## config.mk

```make
export PLATFORM = sky130hd
export DESIGN_NAME = biquad_iir_filter_core
export DESIGN_NICKNAME = d
export VERILOG_FILES = /design/src/design/biq_pkg.sv /design/src/design/biq_mac.sv /design/src/design/biquad_iir_filter_core.sv
export SDC_FILE = /design/constraint.sdc
export NUM_CORES = 2
export LEC_CHECK = 0
export ABC_AREA = 1
export BUFFER_PORTS_ARGS = -buffer_cell sky130_fd_sc_hd__buf_4
export CAP_MARGIN = 20
export CORE_AREA = 2 2 318 555
export CTS_CLUSTER_DIAMETER = 40
export DETAILED_ROUTE_END_ITERATION = 16
export DIE_AREA = 0 0 320 557
export GPL_ROUTABILITY_DRIVEN = 0
export SYNTH_ARGS = -nofsm -noshare
export SYNTH_HDL_FRONTEND = slang
export SYNTH_SLANG_ARGS = --single-unit
```

## constraint.sdc

```tcl
create_clock -name clk -period 14.17 [get_ports clk]
set_input_delay 2.834 -clock clk [delete_from_list [all_inputs] [get_ports clk]]
set_output_delay 2.834 -clock clk [all_outputs]
set_load 0.05 [all_outputs]
```

## src/design/biq_pkg.sv

```systemverilog
package biq_pkg;

	localparam int SAMPLE_W  = 24;
	localparam int COEF_W    = 32;
	localparam int COEF_FRAC = 28;
	localparam int CARRY_W   = 60;
	localparam int SUM_W     = 64;
	localparam int PROD_W    = COEF_W + SAMPLE_W;
	localparam int CFG_IDX_W = 3;

	typedef logic signed [SUM_W-1:0]    sum_t;
	typedef logic signed [COEF_W-1:0]   coef_t;
	typedef logic signed [SAMPLE_W-1:0] smp_t;
	typedef logic signed [CARRY_W-1:0]  carry_t;

	localparam sum_t SUM_MAX = {1'b0, {(SUM_W-1){1'b1}}};
	localparam sum_t SUM_MIN = {1'b1, {(SUM_W-1){1'b0}}};

	localparam logic FORM_DF1  = 1'b0;
	localparam logic FORM_TDF2 = 1'b1;

	typedef enum logic [CFG_IDX_W-1:0] {
		REG_B0   = 3'd0,
		REG_B1   = 3'd1,
		REG_B2   = 3'd2,
		REG_A1   = 3'd3,
		REG_A2   = 3'd4,
		REG_FORM = 3'd5
	} cfg_reg_t;

	typedef struct packed {
		logic signed [SAMPLE_W-1:0] sample;
		logic                       restart;
	} item_t;

	typedef struct packed {
		logic signed [SAMPLE_W-1:0] filtered;
		logic                       saturated;
	} result_t;

	// one issue slot of the shared MAC
	typedef struct packed {
		logic en;
		logic load;
		logic neg;
		logic add_carry;
	} mac_op_t;

	typedef struct packed {
		logic                    ovf;
		logic signed [SUM_W-1:0] val;
	} sat_sum_t;

	function automatic sat_sum_t sat_add(input sum_t a, input sum_t b);
		logic [SUM_W:0] s;
		sat_sum_t       r;
		s = {a[SUM_W-1], a} + {b[SUM_W-1], b};
		r.ovf = s[SUM_W] ^ s[SUM_W-1];
		r.val = r.ovf ? (s[SUM_W] ? SUM_MIN : SUM_MAX) : sum_t'(s[SUM_W-1:0]);
		return r;
	endfunction

endpackage

```

## src/design/biq_mac.sv

```systemverilog
module biq_mac import biq_pkg::*; (
	input  logic    clk,
	input  logic    arst_n,
	input  mac_op_t op,
	input  coef_t   coef,
	input  smp_t    data,
	input  sum_t    carry,
	output sum_t    acc,
	output logic    ovf
);

	logic signed [PROD_W-1:0] prod;
	sum_t                     prod_ext;
	mac_op_t                  op_s1;
	sum_t                     term_s1;
	sum_t                     addend;
	sat_sum_t                 sum;
	sum_t                     acc_q;
	logic                     ovf_q;

	assign prod     = PROD_W'(coef) * PROD_W'(data);
	assign prod_ext = {{(SUM_W-PROD_W){prod[PROD_W-1]}}, prod};

	always_ff @(posedge clk or negedge arst_n) begin
		if (!arst_n) begin
			op_s1 <= '0;
		end else begin
			op_s1 <= op;
		end
	end

	always_ff @(posedge clk) begin
		if (op.en) begin
			term_s1 <= op.add_carry ? carry : prod_ext;
		end
	end

	assign addend = op_s1.neg ? -term_s1 : term_s1;
	assign sum    = sat_add(acc_q, addend);

	always_ff @(posedge clk) begin
		if (op_s1.en) begin
			acc_q <= op_s1.load ? addend : sum.val;
		end
	end

	always_ff @(posedge clk or negedge arst_n) begin
		if (!arst_n) begin
			ovf_q <= 1'b0;
		end else begin
			ovf_q <= op_s1.en & ~op_s1.load & sum.ovf;
		end
	end

	assign acc = acc_q;
	assign ovf = ovf_q;

endmodule

```

## src/design/biquad_iir_filter_core.sv

```systemverilog
// Biquad IIR section, signed 24-bit samples, Q3.28 coefficients.
// item channel: item_valid/item_ready with item.sample and item.restart.
//   restart clears both forms' history before the sample is filtered.
// result channel: result_valid/result_ready with result.filtered and
//   result.saturated (set on any clamp of the result or a carried accumulator).
// cfg channel: cfg_valid/cfg_ready (always ready), cfg_index selects
//   b0, b1, b2, a1, a2, form_select (0..5); other indexes are dropped.
//   Write only while no sample is in flight.
// One shared multiply-accumulate unit issues one product or carry add per
// cycle, registers the term and then the sum, and so sets the timing.
// Direct form 1: b0, b1, b2, a1, a2, wait, then the result load; transposed
// form 2: b0, c1, wait, round, b1, a1, c2, b2, a2, wait, then the result load.
// item_ready is high only while no sample is in flight.
// A held result register stalls the final step until the slot frees up;
// the next input beat is taken as soon as the result is registered.
// Reset: b0 = 1.0, other coefficients 0, form 1, all history zero.
module biquad_iir_filter_core import biq_pkg::*; (
	input  logic                 clk,
	input  logic                 arst_n,
	input  logic                 item_valid,
	output logic                 item_ready,
	input  item_t                item,
	output logic                 result_valid,
	input  logic                 result_ready,
	output result_t              result,
	input  logic                 cfg_valid,
	output logic                 cfg_ready,
	input  logic [CFG_IDX_W-1:0] cfg_index,
	input  logic [COEF_W-1:0]    cfg_data
);

	typedef enum logic [4:0] {
		S_IDLE,
		S_OP_B0, S_OP_B1, S_OP_B2, S_OP_A1, S_OP_A2, S_WAIT1, S_DONE1,
		S_T_B0, S_T_C1, S_T_W0, S_T_RND, S_T_B1, S_T_A1, S_T_C2, S_T_B2,
		S_T_A2, S_T_W1, S_DONE2
	} state_t;

	localparam sum_t ROUND_HALF = sum_t'(64'sd1 <<< (COEF_FRAC - 1));
	localparam sum_t SAMPLE_MAX = sum_t'((64'sd1 <<< (SAMPLE_W - 1)) - 64'sd1);
	localparam sum_t SAMPLE_MIN = -SAMPLE_MAX - sum_t'(1);
	localparam sum_t CARRY_MAX  = sum_t'((64'sd1 <<< (CARRY_W - 1)) - 64'sd1);
	localparam sum_t CARRY_MIN  = -CARRY_MAX - sum_t'(1);
	localparam coef_t COEF_ONE  = coef_t'(64'sd1 <<< COEF_FRAC);

	state_t  state_q;
	coef_t   b0_q, b1_q, b2_q, a1_q, a2_q;
	logic    form_q;
	smp_t    x_q, xp1_q, xp2_q, yp1_q, yp2_q, y_q;
	carry_t  c1_q, c2_q;
	logic    flag_q;
	logic    result_valid_q;
	result_t result_q;

	mac_op_t mac_op;
	coef_t   mac_coef;
	smp_t    mac_data;
	sum_t    mac_carry;
	sum_t    acc;
	logic    acc_ovf;

	sat_sum_t rnd;
	sum_t     rnd_val;
	sum_t     rnd_sh;
	logic     rnd_hi, rnd_lo, rnd_sat;
	smp_t     y_rnd;
	logic     car_hi, car_lo;
	carry_t   car_val;
	logic     out_free;
	logic     item_acc;
	logic     df1_busy;
	logic     res_load;
	logic     flag_add;

	assign cfg_ready = 1'b1;

	always_ff @(posedge clk or negedge arst_n) begin
		if (!arst_n) begin
			b0_q   <= COEF_ONE;
			b1_q   <= '0;
			b2_q   <= '0;
			a1_q   <= '0;
			a2_q   <= '0;
			form_q <= FORM_DF1;
		end else if (cfg_valid) begin
			case (cfg_reg_t'(cfg_index))
				REG_B0:   b0_q   <= coef_t'(cfg_data);
				REG_B1:   b1_q   <= coef_t'(cfg_data);
				REG_B2:   b2_q   <= coef_t'(cfg_data);
				REG_A1:   a1_q   <= coef_t'(cfg_data);
				REG_A2:   a2_q   <= coef_t'(cfg_data);
				REG_FORM: form_q <= cfg_data[0];
				default: ;
			endcase
		end
	end

	always_comb begin
		mac_op    = '0;
		mac_coef  = b0_q;
		mac_data  = x_q;
		mac_carry = {{(SUM_W-CARRY_W){c1_q[CARRY_W-1]}}, c1_q};
		case (state_q)
			S_OP_B0: mac_op = '{en: 1'b1, load: 1'b1, neg: 1'b0, add_carry: 1'b0};
			S_OP_B1: begin
				mac_op   = '{en: 1'b1, load: 1'b0, neg: 1'b0, add_carry: 1'b0};
				mac_coef = b1_q;
				mac_data = xp1_q;
			end
			S_OP_B2: begin
				mac_op   = '{en: 1'b1, load: 1'b0, neg: 1'b0, add_carry: 1'b0};
				mac_coef = b2_q;
				mac_data = xp2_q;
			end
			S_OP_A1: begin
				mac_op   = '{en: 1'b1, load: 1'b0, neg: 1'b1, add_carry: 1'b0};
				mac_coef = a1_q;
				mac_data = yp1_q;
			end
			S_OP_A2: begin
				mac_op   = '{en: 1'b1, load: 1'b0, neg: 1'b1, add_carry: 1'b0};
				mac_coef = a2_q;
				mac_data = yp2_q;
			end
			S_T_B0: mac_op = '{en: 1'b1, load: 1'b1, neg: 1'b0, add_carry: 1'b0};
			S_T_C1: mac_op = '{en: 1'b1, load: 1'b0, neg: 1'b0, add_carry: 1'b1};
			S_T_B1: begin
				mac_op   = '{en: 1'b1, load: 1'b1, neg: 1'b0, add_carry: 1'b0};
				mac_coef = b1_q;
			end
			S_T_A1: begin
				mac_op   = '{en: 1'b1, load: 1'b0, neg: 1'b1, add_carry: 1'b0};
				mac_coef = a1_q;
				mac_data = y_q;
			end
			S_T_C2: begin
				mac_op    = '{en: 1'b1, load: 1'b0, neg: 1'b0, add_carry: 1'b1};
				mac_carry = {{(SUM_W-CARRY_W){c2_q[CARRY_W-1]}}, c2_q};
			end
			S_T_B2: begin
				mac_op   = '{en: 1'b1, load: 1'b1, neg: 1'b0, add_carry: 1'b0};
				mac_coef = b2_q;
			end
			S_T_A2: begin
				mac_op   = '{en: 1'b1, load: 1'b0, neg: 1'b1, add_carry: 1'b0};
				mac_coef = a2_q;
				mac_data = y_q;
			end
			default: ;
		endcase
	end

	biq_mac u_mac (
		.clk    (clk),
		.arst_n (arst_n),
		.op     (mac_op),
		.coef   (mac_coef),
		.data   (mac_data),
		.carry  (mac_carry),
		.acc    (acc),
		.ovf    (acc_ovf)
	);

	// round half up, then clamp to sample range
	assign rnd     = sat_add(acc, ROUND_HALF);
	assign rnd_val = rnd.val;
	assign rnd_sh  = rnd_val >>> COEF_FRAC;
	assign rnd_hi  = rnd_sh > SAMPLE_MAX;
	assign rnd_lo  = rnd_sh < SAMPLE_MIN;
	assign rnd_sat = rnd.ovf | rnd_hi | rnd_lo;
	assign y_rnd   = rnd_hi ? smp_t'(SAMPLE_MAX[SAMPLE_W-1:0]) :
	                 rnd_lo ? smp_t'(SAMPLE_MIN[SAMPLE_W-1:0]) : smp_t'(rnd_sh[SAMPLE_W-1:0]);

	assign car_hi  = acc > CARRY_MAX;
	assign car_lo  = acc < CARRY_MIN;
	assign car_val = car_hi ? carry_t'(CARRY_MAX[CARRY_W-1:0]) :
	                 car_lo ? carry_t'(CARRY_MIN[CARRY_W-1:0]) : carry_t'(acc[CARRY_W-1:0]);

	assign out_free = ~result_valid_q | result_ready;
	assign item_acc = item_valid & item_ready;
	assign res_load = ((state_q == S_DONE1) || (state_q == S_DONE2)) && out_free;
	assign flag_add = acc_ovf | ((state_q == S_T_RND) & rnd_sat) |
	                  ((state_q == S_T_A2) & (car_hi | car_lo));

	always_ff @(posedge clk or negedge arst_n) begin
		if (!arst_n) begin
			state_q        <= S_IDLE;
			result_valid_q <= 1'b0;
			result_q       <= '0;
			flag_q         <= 1'b0;
			y_q            <= '0;
			xp1_q          <= '0;
			xp2_q          <= '0;
			yp1_q          <= '0;
			yp2_q          <= '0;
			c1_q           <= '0;
			c2_q           <= '0;
		end else begin
			if (res_load) begin
				result_valid_q <= 1'b1;
			end else if (result_valid_q && result_ready) begin
				result_valid_q <= 1'b0;
			end
			if (state_q != S_IDLE) begin
				flag_q <= flag_q | flag_add;
			end
			case (state_q)
				S_IDLE: begin
					if (item_valid) begin
						flag_q  <= 1'b0;
						state_q <= (form_q == FORM_TDF2) ? S_T_B0 : S_OP_B0;
						if (item.restart) begin
							xp1_q <= '0;
							xp2_q <= '0;
							yp1_q <= '0;
							yp2_q <= '0;
							c1_q  <= '0;
							c2_q  <= '0;
						end
					end
				end
				S_OP_B0: state_q <= S_OP_B1;
				S_OP_B1: state_q <= S_OP_B2;
				S_OP_B2: state_q <= S_OP_A1;
				S_OP_A1: state_q <= S_OP_A2;
				S_OP_A2: state_q <= S_WAIT1;
				S_WAIT1: state_q <= S_DONE1;
				S_DONE1: begin
					if (out_free) begin
						result_q.filtered  <= y_rnd;
						result_q.saturated <= flag_q | acc_ovf | rnd_sat;
						xp2_q              <= xp1_q;
						xp1_q              <= x_q;
						yp2_q              <= yp1_q;
						yp1_q              <= y_rnd;
						state_q            <= S_IDLE;
					end
				end
				S_T_B0: state_q <= S_T_C1;
				S_T_C1: state_q <= S_T_W0;
				S_T_W0: state_q <= S_T_RND;
				S_T_RND: begin
					y_q     <= y_rnd;
					state_q <= S_T_B1;
				end
				S_T_B1: state_q <= S_T_A1;
				S_T_A1: state_q <= S_T_C2;
				S_T_C2: state_q <= S_T_B2;
				S_T_B2: state_q <= S_T_A2;
				S_T_A2: begin
					c1_q    <= car_val;
					state_q <= S_T_W1;
				end
				S_T_W1: state_q <= S_DONE2;
				S_DONE2: begin
					if (out_free) begin
						c2_q               <= car_val;
						result_q.filtered  <= y_q;
						result_q.saturated <= flag_q | acc_ovf | car_hi | car_lo;
						state_q            <= S_IDLE;
					end
				end
				default: state_q <= S_IDLE;
			endcase
		end
	end

	always_ff @(posedge clk) begin
		if (item_acc) begin
			x_q <= item.sample;
		end
	end

	assign item_ready   = (state_q == S_IDLE);
	assign result_valid = result_valid_q;
	assign result       = result_q;

	assign df1_busy = (state_q == S_OP_B0) || (state_q == S_OP_B1) || (state_q == S_OP_B2) ||
	                  (state_q == S_OP_A1) || (state_q == S_OP_A2) || (state_q == S_WAIT1) ||
	                  (state_q == S_DONE1);

	a_busy_after_beat: assert property (@(posedge clk) disable iff (!arst_n)
		item_valid && item_ready |=> !item_ready)
		else $error("input taken while a sample is in flight");

	a_result_from_done: assert property (@(posedge clk) disable iff (!arst_n)
		$rose(result_valid) |-> $past(state_q == S_DONE1 || state_q == S_DONE2))
		else $error("result raised outside a final step");

	a_df1_keeps_carry: assert property (@(posedge clk) disable iff (!arst_n)
		df1_busy |=> $stable(c1_q) && $stable(c2_q))
		else $error("form 2 accumulators changed during a form 1 sample");

	a_tdf2_keeps_hist: assert property (@(posedge clk) disable iff (!arst_n)
		(state_q == S_T_B1 || state_q == S_T_A2) |=>
			$stable(xp1_q) && $stable(yp1_q))
		else $error("form 1 history changed during a form 2 sample");

endmodule

```

==> flow_summary.yaml <==
outcome:
  outcome: "finished clean"
place:
  placement.io_buffers: 91
  dp_hpwl_um: 173900
floorplanning:
  die_x_um: 320
  row_count: 203
  start_util_pct: 34.72
  core_um2: 174200
  die-area_um2: 178200
  io_pins: 93
  die_h_um: 557
synth:
  post-synth-top-count-cell: "nand2_1"
  synth_edf_count: 148
  ys.flop_type: "dfrtp_1"
  ys_ff_latch: 585
  synth_cell_types: 60
  synth_top_area_share_pct: 25.94
  async_flop_share_pct: 74.70
  synth_fp_nets: 8719
  syn_area_per_cell_um2: 7.906
  synth_commonest_cells: "1497 x nand2_1, 1458 x inv_1, 1024 x nor2_1, 784 x fa_1, 609 x o21ai_0"
  synthCells: 7652
  yosysWarnings: 0
  ys_seq_area_share_pct: 25.43
  synth_top_area_cell: "fa_1"
  syn_area_um2: 60500
  synthTopCellsByArea: "fa_1 26%, dfrtp_1 18%, nand2_1 9.3%"
timing:
  slew_headroom_pct: 7.602
  hold_violations: 0
  fin_crit_sh_pct: 87.54
  tns_ns: 0
  worst_slew_pin_slew_ns: 1.386
  rsz0062_at_grt: "false"
  drv_slew: 0
  fmax_mhz: 80.62
  setup_viol: 0
  finClkSkew_ns: 0.07091
  period_needed_ns: 12.40
global_routing:
  grt_use_total_pct: 24.83
  grt_pass1_vias: 55320
  grt-ovfl-total: 0
  antenna_found_initial: 2
  grt_first_pass_wirelength_um: 334600
  grt_max_degree: 150
cts:
  clkSlewWorstSetupHoldPaths_ns: 0.06
  hold_buffers: 0
  cts_tree: "done"
  cts_max_level: 3
  ctsResizeCount: 0
  clock_latency_ns: 0.72
  cts.sinks: 585
  clock_path_buffers: 3
  cts_made_buffers: 79
  post-cts-setup-buffer-count: 0
  cts-root-buf: "clkbuf_16"
finish:
  regArea_um2: 15380
  multi_input_area_um2: 38370
  syn2layout_area_growth_pct: 10.42
  layout-drive-gt1-share_pct: 5.827
  nFillCells: 18060
  nets: 8689
drt:
  drt_iter0_drc: 4067
  wire_per_inst_um: 22.25
  dr.pass1.iters: 6
  via_count: 52900
  wl_um: 221300
  ant_nets: 0
  drc_errors: 0
  routed_via_density: 5.319
worst_setup_path:
  path_buf_inv: 7
  critPathMaxStageDelay_ns: 0.70
  cp_data_required_time_ns: 14.60
  cp.arrival_ns: 12.83
  path_delay_family: "adder cells"
  end_kind: "flop"
  path_max_fanout: 34
  cp_slowest_cell: "fa_1"
  reg2reg_slack_ns: 1.77
  startpoint_type: "flop"
  crit_type: "flop to flop"
  crit_path_frequent_cell: "fa_1"
job:
  maxCapViolCount: 0
worst_hold_path:
  hp-class: "flop to flop"
-- cells by family (layout without fill, tap and decap cells) --
group                      count (synthesis)  after routing  synth area share (%)
and+or+nand+nor                         2836           2836                 18.54
buffers and inverters                   1810           1847                 11.52
AOI/OAI and AO/OA                       1260           1260                 11.77
adders and majority gates               1002           1002                 30.45
DFF                                      585            585                 25.43
xor gates and xnor gates                 158            158                 2.287
other                                      1              3              0.006199
-- final timing paths --
check,end,startpoint,depth (start not counted)
min in group asynchronous,b0_q[19]$_DFFE_PN0P_,arst_n,1
min reg2reg,b2_q[27]$_DFFE_PN0P_,b2_q[27]$_DFFE_PN0P_,2
max,u_mac.term_s1[56]$_DFFE_PN_,state_q[3]$_DFFE_PN0P_,32
min,b2_q[27]$_DFFE_PN0P_,b2_q[27]$_DFFE_PN0P_,2
max reg2reg,u_mac.term_s1[56]$_DFFE_PN_,state_q[3]$_DFFE_PN0P_,32
max in group asynchronous,u_mac.op_s1[3]$_DFF_PN0_,arst_n,3
-- state kept, by name, summed over array words and instances, names as in the netlist, 3 cells and up --
name           flops
yp1_q             24
a1_q              32
xp2_q             24
b2_q              32
u_mac.term_s1     60
b0_q              32
b1_q              32
y_q               24
u_mac.op_s1        3
c2_q              60
x_q               24
result            25
xp1_q             24
yp2_q             24
state_q            5
u_mac.acc         64
c1_q              60
a2_q              32
-- layout by cell type, fill, tap and decap left out, drive strengths merged, types with 7 or more instances in the layout --
cell type,count
bufinv,10
o21a,7
dfrtp,436
xnor2,66
a21o,18
a31oi,47
edfxtp,148
buf,206
o21ai,645
xor2,92
inv,1511
clkbuf,92
or2,13
nand2,1499
nand3,180
o31ai,10
nand4,38
o211ai,9
a21oi,234
a221oi,40
nor4,13
clkinv,23
nor2,1032
nor3,49
a21boi,10
o21bai,20
fa,784
ha,218
o22ai,200
a22oi,7
-- final cells by class --
type / count / share of cell area [%]
multi-input cells: 5257 / 57.44
flip-flops and latches: 585 / 23.03
inverters: 1493 / 8.390
well taps: 2255 / 4.224
clock buffers: 92 / 3.175
repair buffers: 206 / 2.472
clock inverters: 56 / 1.262
diodes: 2 / 0.007492
-- worst min-delay path: stages (launching register included) --
cell and delay (ns):
dfrtp_1 0.34, nand2_1 0.05, o21ai_0 0.06
-- stage by stage --
step / setup slack (ns) / util [%] / area (um2) / hold slack, ns / instances
floorplan: 6.072 / - / 60500 / 0.4468 / 7652
global placement: 1.486 / 36.56 / 63700 / 0.4592 / 9789
detailed placement: 2.142 / 36.60 / 63770 / 0.4673 / 9793
CTS: 2.048 / 38.30 / 66730 / 0.4812 / 9941
global route: 1.295 / 38.34 / 66800 / 0.4964 / 9945
finish: 1.766 / 38.34 / 66800 / 0.4782 / 9946
-- metal layers --
layer  vias to the layer above  track usage, %  wire, um
met4                         0           20.64     21950
met1                     26140           26.00     75530
met5                         -               0         0
met3                       825           2.910     11650
li1                      23670               -         -
met2                      2272           44.49    112100
Power is left out: the tool's default activity adds up to more than one toggle a clock period on the data nets, which glitch-free logic cannot reach.
